--- config.mk ---
export PLATFORM = sky130hd
export DESIGN_NAME = wtlf_ctrl
export DESIGN_NICKNAME = d
export VERILOG_FILES = /design/src/rtl/wtlf_pkg.sv /design/src/rtl/wtlf_ctrl.sv
export SDC_FILE = /design/constraint.sdc
export NUM_CORES = 1
export LEC_CHECK = 0
export BUFFER_PORTS_ARGS = -buffer_cell sky130_fd_sc_hd__buf_2
export CAP_MARGIN = 20
export CORE_MARGIN = 4
export CORE_UTILIZATION = 45
export DETAILED_ROUTE_END_ITERATION = 8
export PLACE_DENSITY = 0.64
export SLEW_MARGIN = 20
export SYNTH_ARGS = -nofsm -noshare
export SYNTH_HDL_FRONTEND = slang
export SYNTH_SLANG_ARGS = --single-unit
--- constraint.sdc ---
create_clock -name clk -period 3.63 [get_ports clk]
set_clock_uncertainty 0.2 [all_clocks]
set_input_delay 0.363 -clock clk [delete_from_list [all_inputs] [get_ports clk]]
set_output_delay 0.363 -clock clk [all_outputs]
set_load 0.005 [all_outputs]
--- src/rtl/wtlf_pkg.sv ---
// Shared types, constants and helpers for the weighted time line fitter.
// Holds the micro-op encoding, the sequencer program and the saturation functions.
// No dependencies.
`timescale 1ns / 1ps

package wtlf_pkg;

    localparam int VW   = 128;
    localparam int PC_W = 7;

    typedef logic signed [VW-1:0] wide_t;
    typedef logic [PC_W-1:0]      pc_t;

    localparam logic [1:0] FUNC_OBSERVE = 2'd0;
    localparam logic [1:0] FUNC_TIME    = 2'd1;
    localparam logic [1:0] FUNC_SAMPLE  = 2'd2;
    localparam logic [1:0] FUNC_NONE    = 2'd3;

    localparam logic CFG_DECAY  = 1'b0;
    localparam logic CFG_PERIOD = 1'b1;

    localparam pc_t PC_OBS      = 7'd0;
    localparam pc_t PC_DECAY    = 7'd13;
    localparam pc_t PC_OBS_END  = 7'd61;
    localparam pc_t PC_QUERY    = 7'd62;
    localparam pc_t PC_SAMPLE   = 7'd89;
    localparam pc_t PC_NOFIT    = 7'd96;

    typedef enum logic [4:0] {
        OP_PASS, OP_ADD, OP_SUB, OP_SHLF, OP_SARF, OP_SAR16, OP_SHL1,
        OP_SAT32, OP_SAT64, OP_MUL, OP_DIV, OP_CNTINC, OP_CNTCLR,
        OP_BRZ, OP_BRNZ, OP_BRLT, OP_BRSAMP, OP_END, OP_END_RES, OP_END_NOFIT
    } op_t;

    typedef enum logic [4:0] {
        S_ZERO, S_W, S_SX, S_ST, S_SXX, S_SXT, S_XV, S_YV, S_DR, S_ONE,
        S_T0, S_T1, S_T2, S_T3, S_T4, S_T5, S_P, S_Q
    } src_t;

    typedef enum logic [3:0] {
        D_NONE, D_T0, D_T1, D_T2, D_T3, D_T4, D_T5, D_W, D_SX, D_ST,
        D_SXX, D_SXT, D_OX, D_OT, D_TR, D_SR
    } dst_t;

    typedef struct packed {
        op_t  op;
        src_t a;
        src_t b;
        dst_t dst;
        pc_t  tgt;
    } uword_t;

    typedef struct packed {
        logic   exec;
        logic   in_load;
        uword_t uw;
    } cmd_t;

    typedef struct packed {
        logic a_zero;
        logic cnt_lt;
        logic sample_q;
        logic unit_done;
    } stat_t;

    function automatic logic signed [63:0] sat64(wide_t a);
        logic fits;
        fits = (&a[VW-1:63]) || !(|a[VW-1:63]);
        if (fits)
            return a[63:0];
        return a[VW-1] ? {1'b1, 63'd0} : {1'b0, {63{1'b1}}};
    endfunction

    function automatic logic signed [47:0] sat48(wide_t a);
        logic fits;
        fits = (&a[VW-1:47]) || !(|a[VW-1:47]);
        if (fits)
            return a[47:0];
        return a[VW-1] ? {1'b1, 47'd0} : {1'b0, {47{1'b1}}};
    endfunction

    function automatic logic signed [31:0] sat32(wide_t a);
        logic fits;
        fits = (&a[VW-1:31]) || !(|a[VW-1:31]);
        if (fits)
            return a[31:0];
        return a[VW-1] ? {1'b1, 31'd0} : {1'b0, {31{1'b1}}};
    endfunction

    function automatic logic [31:0] satu32(wide_t a);
        if (a[VW-1])
            return 32'd0;
        if (|a[VW-1:32])
            return {32{1'b1}};
        return a[31:0];
    endfunction

    function automatic uword_t mk(op_t op, src_t a, src_t b, dst_t d, pc_t t);
        uword_t u;
        u.op  = op;
        u.a   = a;
        u.b   = b;
        u.dst = d;
        u.tgt = t;
        return u;
    endfunction

    // Sequencer program: observe from PC_OBS, both queries from PC_QUERY
    function automatic uword_t ucode(pc_t pc);
        uword_t u;
        case (pc)
            // observe: scaled pair terms
            7'd0:  u = mk(OP_SHLF,   S_XV,  S_ZERO, D_T0,  '0);
            7'd1:  u = mk(OP_SHLF,   S_YV,  S_ZERO, D_T1,  '0);
            7'd2:  u = mk(OP_MUL,    S_XV,  S_XV,   D_NONE, '0);
            7'd3:  u = mk(OP_SHLF,   S_P,   S_ZERO, D_T2,  '0);
            7'd4:  u = mk(OP_MUL,    S_XV,  S_YV,   D_NONE, '0);
            7'd5:  u = mk(OP_SHLF,   S_P,   S_ZERO, D_T3,  '0);
            7'd6:  u = mk(OP_BRNZ,   S_W,   S_ZERO, D_NONE, PC_DECAY);
            // first pair seeds the sums
            7'd7:  u = mk(OP_PASS,   S_T0,  S_ZERO, D_SX,  '0);
            7'd8:  u = mk(OP_PASS,   S_T1,  S_ZERO, D_ST,  '0);
            7'd9:  u = mk(OP_PASS,   S_T2,  S_ZERO, D_SXX, '0);
            7'd10: u = mk(OP_PASS,   S_T3,  S_ZERO, D_SXT, '0);
            7'd11: u = mk(OP_PASS,   S_ONE, S_ZERO, D_W,   '0);
            7'd12: u = mk(OP_END,    S_ZERO, S_ZERO, D_NONE, '0);
            // decay and accumulate
            7'd13: u = mk(OP_MUL,    S_SX,  S_DR,   D_NONE, '0);
            7'd14: u = mk(OP_SAR16,  S_P,   S_ZERO, D_T4,  '0);
            7'd15: u = mk(OP_SUB,    S_SX,  S_T4,   D_T4,  '0);
            7'd16: u = mk(OP_ADD,    S_T4,  S_T0,   D_SX,  '0);
            7'd17: u = mk(OP_MUL,    S_ST,  S_DR,   D_NONE, '0);
            7'd18: u = mk(OP_SAR16,  S_P,   S_ZERO, D_T4,  '0);
            7'd19: u = mk(OP_SUB,    S_ST,  S_T4,   D_T4,  '0);
            7'd20: u = mk(OP_ADD,    S_T4,  S_T1,   D_ST,  '0);
            7'd21: u = mk(OP_MUL,    S_SXX, S_DR,   D_NONE, '0);
            7'd22: u = mk(OP_SAR16,  S_P,   S_ZERO, D_T4,  '0);
            7'd23: u = mk(OP_SUB,    S_SXX, S_T4,   D_T4,  '0);
            7'd24: u = mk(OP_ADD,    S_T4,  S_T2,   D_SXX, '0);
            7'd25: u = mk(OP_MUL,    S_SXT, S_DR,   D_NONE, '0);
            7'd26: u = mk(OP_SAR16,  S_P,   S_ZERO, D_T4,  '0);
            7'd27: u = mk(OP_SUB,    S_SXT, S_T4,   D_T4,  '0);
            7'd28: u = mk(OP_ADD,    S_T4,  S_T3,   D_SXT, '0);
            7'd29: u = mk(OP_MUL,    S_W,   S_DR,   D_NONE, '0);
            7'd30: u = mk(OP_SAR16,  S_P,   S_ZERO, D_T4,  '0);
            7'd31: u = mk(OP_SUB,    S_W,   S_T4,   D_T4,  '0);
            7'd32: u = mk(OP_ADD,    S_T4,  S_ONE,  D_W,   '0);
            7'd33: u = mk(OP_CNTINC, S_ZERO, S_ZERO, D_NONE, '0);
            7'd34: u = mk(OP_BRLT,   S_ZERO, S_ZERO, D_NONE, PC_OBS_END);
            // move the origin to the weighted mean
            7'd35: u = mk(OP_CNTCLR, S_ZERO, S_ZERO, D_NONE, '0);
            7'd36: u = mk(OP_DIV,    S_SX,  S_W,    D_NONE, '0);
            7'd37: u = mk(OP_SAT32,  S_Q,   S_ZERO, D_T0,  '0);
            7'd38: u = mk(OP_DIV,    S_ST,  S_W,    D_NONE, '0);
            7'd39: u = mk(OP_SAT32,  S_Q,   S_ZERO, D_T1,  '0);
            7'd40: u = mk(OP_MUL,    S_T0,  S_W,    D_NONE, '0);
            7'd41: u = mk(OP_SUB,    S_SX,  S_P,    D_T2,  '0);
            7'd42: u = mk(OP_MUL,    S_T1,  S_W,    D_NONE, '0);
            7'd43: u = mk(OP_SUB,    S_ST,  S_P,    D_T3,  '0);
            7'd44: u = mk(OP_MUL,    S_T0,  S_SX,   D_NONE, '0);
            7'd45: u = mk(OP_SHL1,   S_P,   S_ZERO, D_T4,  '0);
            7'd46: u = mk(OP_SUB,    S_SXX, S_T4,   D_T4,  '0);
            7'd47: u = mk(OP_MUL,    S_T0,  S_T0,   D_NONE, '0);
            7'd48: u = mk(OP_MUL,    S_P,   S_W,    D_NONE, '0);
            7'd49: u = mk(OP_ADD,    S_T4,  S_P,    D_SXX, '0);
            7'd50: u = mk(OP_MUL,    S_T1,  S_SX,   D_NONE, '0);
            7'd51: u = mk(OP_SUB,    S_SXT, S_P,    D_T4,  '0);
            7'd52: u = mk(OP_MUL,    S_T0,  S_ST,   D_NONE, '0);
            7'd53: u = mk(OP_SUB,    S_T4,  S_P,    D_T4,  '0);
            7'd54: u = mk(OP_MUL,    S_T0,  S_T1,   D_NONE, '0);
            7'd55: u = mk(OP_MUL,    S_P,   S_W,    D_NONE, '0);
            7'd56: u = mk(OP_ADD,    S_T4,  S_P,    D_SXT, '0);
            7'd57: u = mk(OP_PASS,   S_T2,  S_ZERO, D_SX,  '0);
            7'd58: u = mk(OP_PASS,   S_T3,  S_ZERO, D_ST,  '0);
            7'd59: u = mk(OP_PASS,   S_T0,  S_ZERO, D_OX,  '0);
            7'd60: u = mk(OP_PASS,   S_T1,  S_ZERO, D_OT,  '0);
            7'd61: u = mk(OP_END,    S_ZERO, S_ZERO, D_NONE, '0);
            // queries: fit the line
            7'd62: u = mk(OP_BRZ,    S_W,   S_ZERO, D_NONE, PC_NOFIT);
            7'd63: u = mk(OP_MUL,    S_W,   S_SXT,  D_NONE, '0);
            7'd64: u = mk(OP_PASS,   S_P,   S_ZERO, D_T0,  '0);
            7'd65: u = mk(OP_MUL,    S_SX,  S_ST,   D_NONE, '0);
            7'd66: u = mk(OP_SUB,    S_T0,  S_P,    D_T0,  '0);
            7'd67: u = mk(OP_MUL,    S_W,   S_SXX,  D_NONE, '0);
            7'd68: u = mk(OP_PASS,   S_P,   S_ZERO, D_T1,  '0);
            7'd69: u = mk(OP_MUL,    S_SX,  S_SX,   D_NONE, '0);
            7'd70: u = mk(OP_SUB,    S_T1,  S_P,    D_T1,  '0);
            7'd71: u = mk(OP_BRZ,    S_T1,  S_ZERO, D_NONE, PC_NOFIT);
            7'd72: u = mk(OP_SHLF,   S_T0,  S_ZERO, D_T0,  '0);
            7'd73: u = mk(OP_DIV,    S_T0,  S_T1,   D_NONE, '0);
            7'd74: u = mk(OP_SAT64,  S_Q,   S_ZERO, D_T2,  '0);
            7'd75: u = mk(OP_SHLF,   S_SX,  S_ZERO, D_T3,  '0);
            7'd76: u = mk(OP_DIV,    S_T3,  S_W,    D_NONE, '0);
            7'd77: u = mk(OP_SAT64,  S_Q,   S_ZERO, D_T3,  '0);
            7'd78: u = mk(OP_SHLF,   S_ST,  S_ZERO, D_T4,  '0);
            7'd79: u = mk(OP_DIV,    S_T4,  S_W,    D_NONE, '0);
            7'd80: u = mk(OP_SAT64,  S_Q,   S_ZERO, D_T4,  '0);
            7'd81: u = mk(OP_BRSAMP, S_ZERO, S_ZERO, D_NONE, PC_SAMPLE);
            // time for sample
            7'd82: u = mk(OP_SHLF,   S_XV,  S_ZERO, D_T5,  '0);
            7'd83: u = mk(OP_SUB,    S_T5,  S_T3,   D_T5,  '0);
            7'd84: u = mk(OP_SAT64,  S_T5,  S_ZERO, D_T5,  '0);
            7'd85: u = mk(OP_MUL,    S_T2,  S_T5,   D_NONE, '0);
            7'd86: u = mk(OP_SARF,   S_P,   S_ZERO, D_T5,  '0);
            7'd87: u = mk(OP_ADD,    S_T5,  S_T4,   D_TR,  '0);
            7'd88: u = mk(OP_END_RES, S_ZERO, S_ZERO, D_NONE, '0);
            // sample for time
            7'd89: u = mk(OP_BRZ,    S_T2,  S_ZERO, D_NONE, PC_NOFIT);
            7'd90: u = mk(OP_SHLF,   S_YV,  S_ZERO, D_T5,  '0);
            7'd91: u = mk(OP_SUB,    S_T5,  S_T4,   D_T5,  '0);
            7'd92: u = mk(OP_SHLF,   S_T5,  S_ZERO, D_T5,  '0);
            7'd93: u = mk(OP_DIV,    S_T5,  S_T2,   D_NONE, '0);
            7'd94: u = mk(OP_ADD,    S_Q,   S_T3,   D_SR,  '0);
            7'd95: u = mk(OP_END_RES, S_ZERO, S_ZERO, D_NONE, '0);
            7'd96: u = mk(OP_END_NOFIT, S_ZERO, S_ZERO, D_NONE, '0);
            default: u = mk(OP_END, S_ZERO, S_ZERO, D_NONE, '0);
        endcase
        return u;
    endfunction

endpackage

--- src/rtl/wtlf_ctrl.sv ---
// Controller: input handshake, program counter and sequencing, output valid.
// Depends on wtlf_pkg.
`timescale 1ns / 1ps

module wtlf_ctrl
    import wtlf_pkg::*;
(
    input  logic       clk,
    input  logic       rst_n,
    input  logic       in_valid,
    output logic       in_ready,
    input  logic [1:0] func,
    output logic       out_valid,
    input  logic       out_ready,
    input  stat_t      stat,
    output cmd_t       cmd
);

    typedef enum logic [2:0] {
        ST_IDLE = 3'b001,
        ST_EXEC = 3'b010,
        ST_WAIT = 3'b100
    } state_t;

    state_t state_reg, state_next;
    pc_t    pc_reg, pc_next;
    logic   out_valid_reg, out_valid_next;
    uword_t uw;
    logic   blocked;
    logic   is_out;
    logic   accept;

    assign uw       = ucode(pc_reg);
    assign blocked  = out_valid_reg && !out_ready;
    assign is_out   = (uw.op == OP_END_RES) || (uw.op == OP_END_NOFIT);
    assign in_ready = (state_reg == ST_IDLE);
    assign accept   = in_valid && in_ready;

    assign cmd.uw      = uw;
    assign cmd.in_load = accept;
    assign cmd.exec    = (state_reg == ST_EXEC) && !(is_out && blocked);

    always_comb
    begin
        state_next     = state_reg;
        pc_next        = pc_reg;
        out_valid_next = out_valid_reg && !out_ready;
        case (state_reg)
            ST_IDLE:
            begin
                if (accept && func != FUNC_NONE)
                begin
                    state_next = ST_EXEC;
                    pc_next    = (func == FUNC_OBSERVE) ? PC_OBS : PC_QUERY;
                end
            end
            ST_EXEC:
            begin
                case (uw.op)
                    OP_MUL, OP_DIV:
                    begin
                        state_next = ST_WAIT;
                        pc_next    = pc_reg + 1'b1;
                    end
                    OP_BRZ:    pc_next = stat.a_zero ? uw.tgt : pc_reg + 1'b1;
                    OP_BRNZ:   pc_next = !stat.a_zero ? uw.tgt : pc_reg + 1'b1;
                    OP_BRLT:   pc_next = stat.cnt_lt ? uw.tgt : pc_reg + 1'b1;
                    OP_BRSAMP: pc_next = stat.sample_q ? uw.tgt : pc_reg + 1'b1;
                    OP_END:    state_next = ST_IDLE;
                    OP_END_RES, OP_END_NOFIT:
                    begin
                        // hold until the previous word has gone
                        if (!blocked)
                        begin
                            out_valid_next = 1'b1;
                            state_next     = ST_IDLE;
                        end
                    end
                    default:   pc_next = pc_reg + 1'b1;
                endcase
            end
            ST_WAIT:
            begin
                if (stat.unit_done)
                    state_next = ST_EXEC;
            end
            default: state_next = ST_IDLE;
        endcase
    end

    always_ff @(posedge clk or negedge rst_n)
    begin
        if (!rst_n)
        begin
            state_reg     <= ST_IDLE;
            pc_reg        <= '0;
            out_valid_reg <= 1'b0;
        end
        else
        begin
            state_reg     <= state_next;
            pc_reg        <= pc_next;
            out_valid_reg <= out_valid_next;
        end
    end

    assign out_valid = out_valid_reg;

endmodule

Yosys cells after proc, flatten, opt, wreduce, memory -nomap -nowiden
Memories as Yosys holds them, arrays and structs flattened.
Index checks and enable logic that the tools add are counted.
W data, S select, Z words.
{ "totals": {"memories": 1, "word_cells": 53, "rom_bits": 3200, "output_inout_bits": 30, "inputBits": 10, "reg_bits": 11} }
{ "op_classes": {"n_eq_ne": 18, "reduce_logical": 15, "add_sub_neg": 1, "muxes": 15} }
{ "mem_list": {"columns": ["name", "depth", "width", "read_ports", "rd_clocked_by_memory_dff", "wr", "line", "text"], "rows": [
  ["(name not given)", 128, 25, 1, 0, 0, "wtlf_pkg.sv:111", "case (pc)"]
]} }
{ "op_table": {"columns": ["operator", "count"], "rows": [
  ["$mux W7", 5],
  ["$pmux W7 S5", 1],
  ["$eq A5 B4 Y1 const B", 5],
  ["$eq A5 B5 Y1 const B", 4],
  ["$pmux W3 S3", 2],
  ["$pmux W7 S2", 1],
  ["$mux W3", 3],
  ["$add A7 B1 Y7 const B", 1],
  ["$mux W6", 1],
  ["$ne A2 B2 Y1 const B", 3],
  ["$logic_and A1 B1 Y1", 5],
  ["$ne A4 B1 Y1 const B", 1],
  ["$reduce_and A4 Y1", 1],
  ["$reduce_or A2 Y1", 2],
  ["$eq A3 B1 Y1 const B", 1],
  ["$eq A3 B2 Y1 const B", 1],
  ["$eq A3 B3 Y1 const B", 1],
  ["$ne A3 B3 Y1 const B", 1],
  ["$reduce_and A3 Y1", 1],
  ["$reduce_or A3 Y1", 1],
  ["$logic_not A1 Y1", 2],
  ["$logic_not A2 Y1", 1],
  ["$mux W1", 2],
  ["$ne A2 B1 Y1 const B", 1],
  ["2 further kinds", 2]
]} }

Logic depth before layout (Yosys ltp)
An unclocked memory read counts as a cell.
{ "logic_depth": {"depth_word": 6, "ltp_mapped": 15, "depth_no_buf": 12} }

Worst setup path after synthesis
Ideal clock, no wire load.
{ "synth_path": {"path_kind": "register to register", "startpoint": "reg pc_reg[1]", "endpoint": "reg pc_reg[5]", "setup_time_ns": 0.124, "path_buffers": 2, "synth_period_minus_slack_ns": 3.778, "stages_incl_launch_ff": 15, "arrival_time_ns": 3.454, "path_slack_ns": -0.148, "required_ns": 3.306, "path_cell_list": "dfrtp_1 clkbuf_1 inv_1 ha_1 mux2_4 mux2_2 a2111o_1 and4_4 clkinv_4 nor3_2 o2bb2ai_2 or2_1 buf_6 a31o_1 a211o_1"} }
{ "synth_lines": {"columns": ["element", "line", "text"], "rows": [
  ["start, declared", "wtlf_ctrl.sv:26", "pc_t pc_reg, pc_next;"],
  ["start signal, assigned", "wtlf_ctrl.sv:102", "pc_reg <= pc_next;"]
]} }

Worst setup path after layout
{ "layout_path": {"startpoint": "reg pc_reg[0]", "endpoint": "reg pc_reg[2]"} }
{ "layout_via": {"elab_chain_cells": 5, "word_cells_on_any_way": 18, "classes_between": "add/sub: 1; eq/ne: 8; mux: 6; reduce/logical: 2; memory: 1"} }
{ "layout_rtl": {"columns": ["element", "line", "text"], "rows": [
  ["$mem_v2 Z128 W25", null, null],
  ["$eq A5 B5 Y1", "wtlf_ctrl.sv:59", "case (uw.op)"],
  ["$reduce_or A3 Y1 (no source line)", null, null],
  ["$pmux W7 S5 / $ne A2 B2 Y1 (equally long branches)", null, null],
  ["$pmux W7 S2 / $reduce_and A3 Y1 (equally long branches)", null, null]
]} }
Parallel ways exist; a longest one is shown, timed or not.
A chain may end at the register's enable or synchronous reset.

==> results.json <==
{
  "yosysSeqAreaShare_pct": 8.62,
  "antenna_found_initial": 0,
  "final_util_pct": 54.6,
  "die_x_um": 92.4,
  "synth-seq-cells": 11,
  "tightest_slew_ps": 598,
  "yosys.area.top_type": "dfrtp_1",
  "grtUsageTotal_pct": 31.7,
  "num_antenna_cells": 0,
  "fill_cells": 695,
  "setup_viol": 0,
  "netlist_top_cells_count": "a21oi_1 (49), nand2_1 (49), o21ai_0 (48)",
  "cts_sinks": 11,
  "die-height_um": 92.4,
  "worstPathMaxFanout": 6,
  "via_per_inst": 6.62,
  "wl_per_cell_um": 22.1,
  "yosysTopAreaCellShare_pct": 7.80,
  "slowest_stage": "a2111o_1",
  "critPathKind": "flip-flop to flip-flop",
  "p_int_mw": 1.66,
  "ys_warn_count": 0,
  "fin_setup_tns_ps": 0,
  "crit_arrival_ps": 3450,
  "p_per_area_nw_per_um2": 1050,
  "period_minus_slack_ps": 3550,
  "hold_ws_ps": 108,
  "rows": 30,
  "syn_area_um2": 3210,
  "netlist_instances": 485,
  "hpwlAfterDp_um": 10200,
  "cts_setup_buffers": 0,
  "regArea_um2": 282,
  "firstDrtPassIters": 6,
  "drc": 0,
  "hold_viol": 0,
  "gp_congestion": 0.961,
  "drt_iter0_markers": 564,
  "synth-simple-area-share_pct": 26.5,
  "final_cell_area_um2": 3750,
  "routed_wl_um": 13700,
  "synth_fa_ha_area_share_pct": 7.02,
  "power_frac_seq_pct": 7.6,
  "max_slew_margin_pct": 60.1,
  "critPathTopFamily": "compound AO/OA/AOI/OAI gates",
  "ant_nets": 0,
  "synth_top_family_by_area": "compound AO/OA/AOI/OAI gates",
  "synthXorXnorAreaFrac_pct": 1.64,
  "stdcell_count": 621,
  "largest_register_ffs": 7,
  "drive_gt1_share_pct": 22.3,
  "grt_pass1_wl_um": 21500,
  "core_area_um2": 6870,
  "rsz0062_at_grt": "yes",
  "cts_buffers": 3,
  "clock_power_share_pct": 3.3,
  "p_leak_nw": 1.55,
  "hold_class": "input port to flip-flop",
  "port_buffers": 38,
  "start_util_pct": 46.7,
  "start_kind": "flip-flop",
  "dp_slack_ps": 80.9,
  "cp_slowest_stage_delay_ps": 410,
  "place_inst": 616,
  "grt_max_degree": 47,
  "nets": 554,
  "drv_cap": 0,
  "synth.area.mux_share_pct": 6.44,
  "p_comb_share_pct": 89.1,
  "p_switching_mw": 2.27,
  "clockBufferDepth": 2,
  "peakVddDrop_uv": 472,
  "area_growth_pct": 16.8,
  "clk_latency_ps": 240,
  "fmaxAchievable_ghz": 0.282,
  "outcome": "complete, no violations",
  "netSwitchingFraction_pct": 57.8,
  "total_power_mw": 3.93,
  "htree_num_levels": 1,
  "synth-edff-count": 0,
  "synth.avg_cell_area_um2": 6.61,
  "clock-root-buffer": "clkbuf_8",
  "grt_pass1_vias": 3795,
  "finalMaxSlewViolations": 0,
  "finalWorstSetupSlack_ps": 80.2,
  "clk_pin_slew_ps": 60,
  "critPathRequiredTime_ps": 3530,
  "placed_cell_area_um2": 3680,
  "finalCritPeriodShare_pct": 97.8,
  "ios": 40,
  "ys_async_sr_fraction_pct": 100,
  "synth_area_leaders": "dfrtp_1 (7.8%), a21oi_1 (7.6%), o21ai_0 (7.5%), ha_1 (7.0%), nand2_1 (5.7%)",
  "end_kind": "flip-flop",
  "cp_num_buf_inv": 3,
  "die_area_um2": 8540,
  "gr-total-overflow": 0,
  "cts_tree": "built",
  "via_count": 4111,
  "multi_input_area_um2": 2650,
  "synth-compound-area-share_pct": 40.4,
  "synth_cell_types": 79,
  "crit_chain": "inv_1 -> ha_1 -> mux2_4 -> mux2_2 -> a2111o_1 -> and4_4 -> clkinv_4 -> nand3_1 -> nor3b_2 -> nor3b_1 -> a2111oi_1 -> buf_4 -> a211oi_1",
  "synthFlopType": "dfrtp_1",
  "synth_nets": 513
}
==> kinds of logic after synthesis <==
logic type | after synthesis
adders and majority gates | 18
AOI/OAI and AO/OA | 196
and+or+nand+nor | 170
other | 1
DFF | 11
muxes | 17
xor gates and xnor gates | 6
buffers and inverters | 66
==> final timing paths <==
path                                          start                  endpoint  slack (ps)  cells past startpoint
max                           pc_reg[0]$_DFFE_PN0P_     pc_reg[2]$_DFFE_PN0P_          80                     13
min                                       out_ready       out_valid$_DFF_PN0_         110                      2
max reg2reg                   pc_reg[0]$_DFFE_PN0P_     pc_reg[2]$_DFFE_PN0P_          80                     13
min reg2reg                state_reg[0]$_DFFE_PN1P_  state_reg[0]$_DFFE_PN1P_         290                      2
max in group asynchronous                     rst_n  state_reg[0]$_DFFE_PN1P_        2610                      2
min in group asynchronous                     rst_n     pc_reg[5]$_DFFE_PN0P_         340                      2
==> area by class of cell <==
| class | instances | area share, % |
|---|---|---|
| Multi-Input combinational cell | 408 | 70.7 |
| Timing Repair Buffer | 88 | 15.8 |
| Sequential cell | 11 | 7.51 |
| Tap cell | 96 | 3.21 |
| Inverter | 14 | 1.54 |
| Clock buffer | 4 | 1.20 |
==> metal layers <==
metal	share of wire [%]	up-vias	global-route usage, %
li1	-	1881	-
met1	41	1897	44.2
met2	44	288	49.1
met3	12	45	6.74
met4	3.3	0	8.42
met5	0	-	0
==> repair_timing <==
| action | CTS | global route |
|---|---|---|
| setup endpoints to repair | 0 | 7 |
| endpoints found under the hold margin | 10 | 0 |
| resized for setup | 0 | 6 |
| hold buffers | 1 | 0 |
==> worst register-to-register path, cell delays in order (launching register included) <==
cell       delay [ps]
dfrtp_1           390
inv_1              90
ha_1              370
mux2_4            310
mux2_2            280
a2111o_1          410
and4_4            220
clkinv_4           60
nand3_1           130
nor3b_2           270
nor3b_1            90
a2111oi_1         390
buf_4             180
a211oi_1           30
==> power groups by stage <==
stage | sequential, mW | combinational, mW | clock, mW
after floorplan | 0.229 | 2.26 | 0
after global placement | 0.293 | 3.38 | 0
after detailed placement | 0.291 | 3.37 | 0
after CTS | 0.289 | 3.39 | 0.133
after global routing | 0.303 | 3.78 | 0.139
final | 0.298 | 3.50 | 0.130
==> placed cells by master (no fill, tap or decap), types with 10 or more instances in the layout <==
cell type / n
nor2b_1: 18
o21ai_0: 47
inv_1: 13
ha_1: 18
buf_4: 47
nand3_1: 13
a211oi_1: 13
buf_2: 38
nor2_1: 34
nand2b_1: 11
a21oi_1: 49
nand2_1: 49
o22ai_1: 10
nor3_1: 17
(Power assumes the default switching activity.)
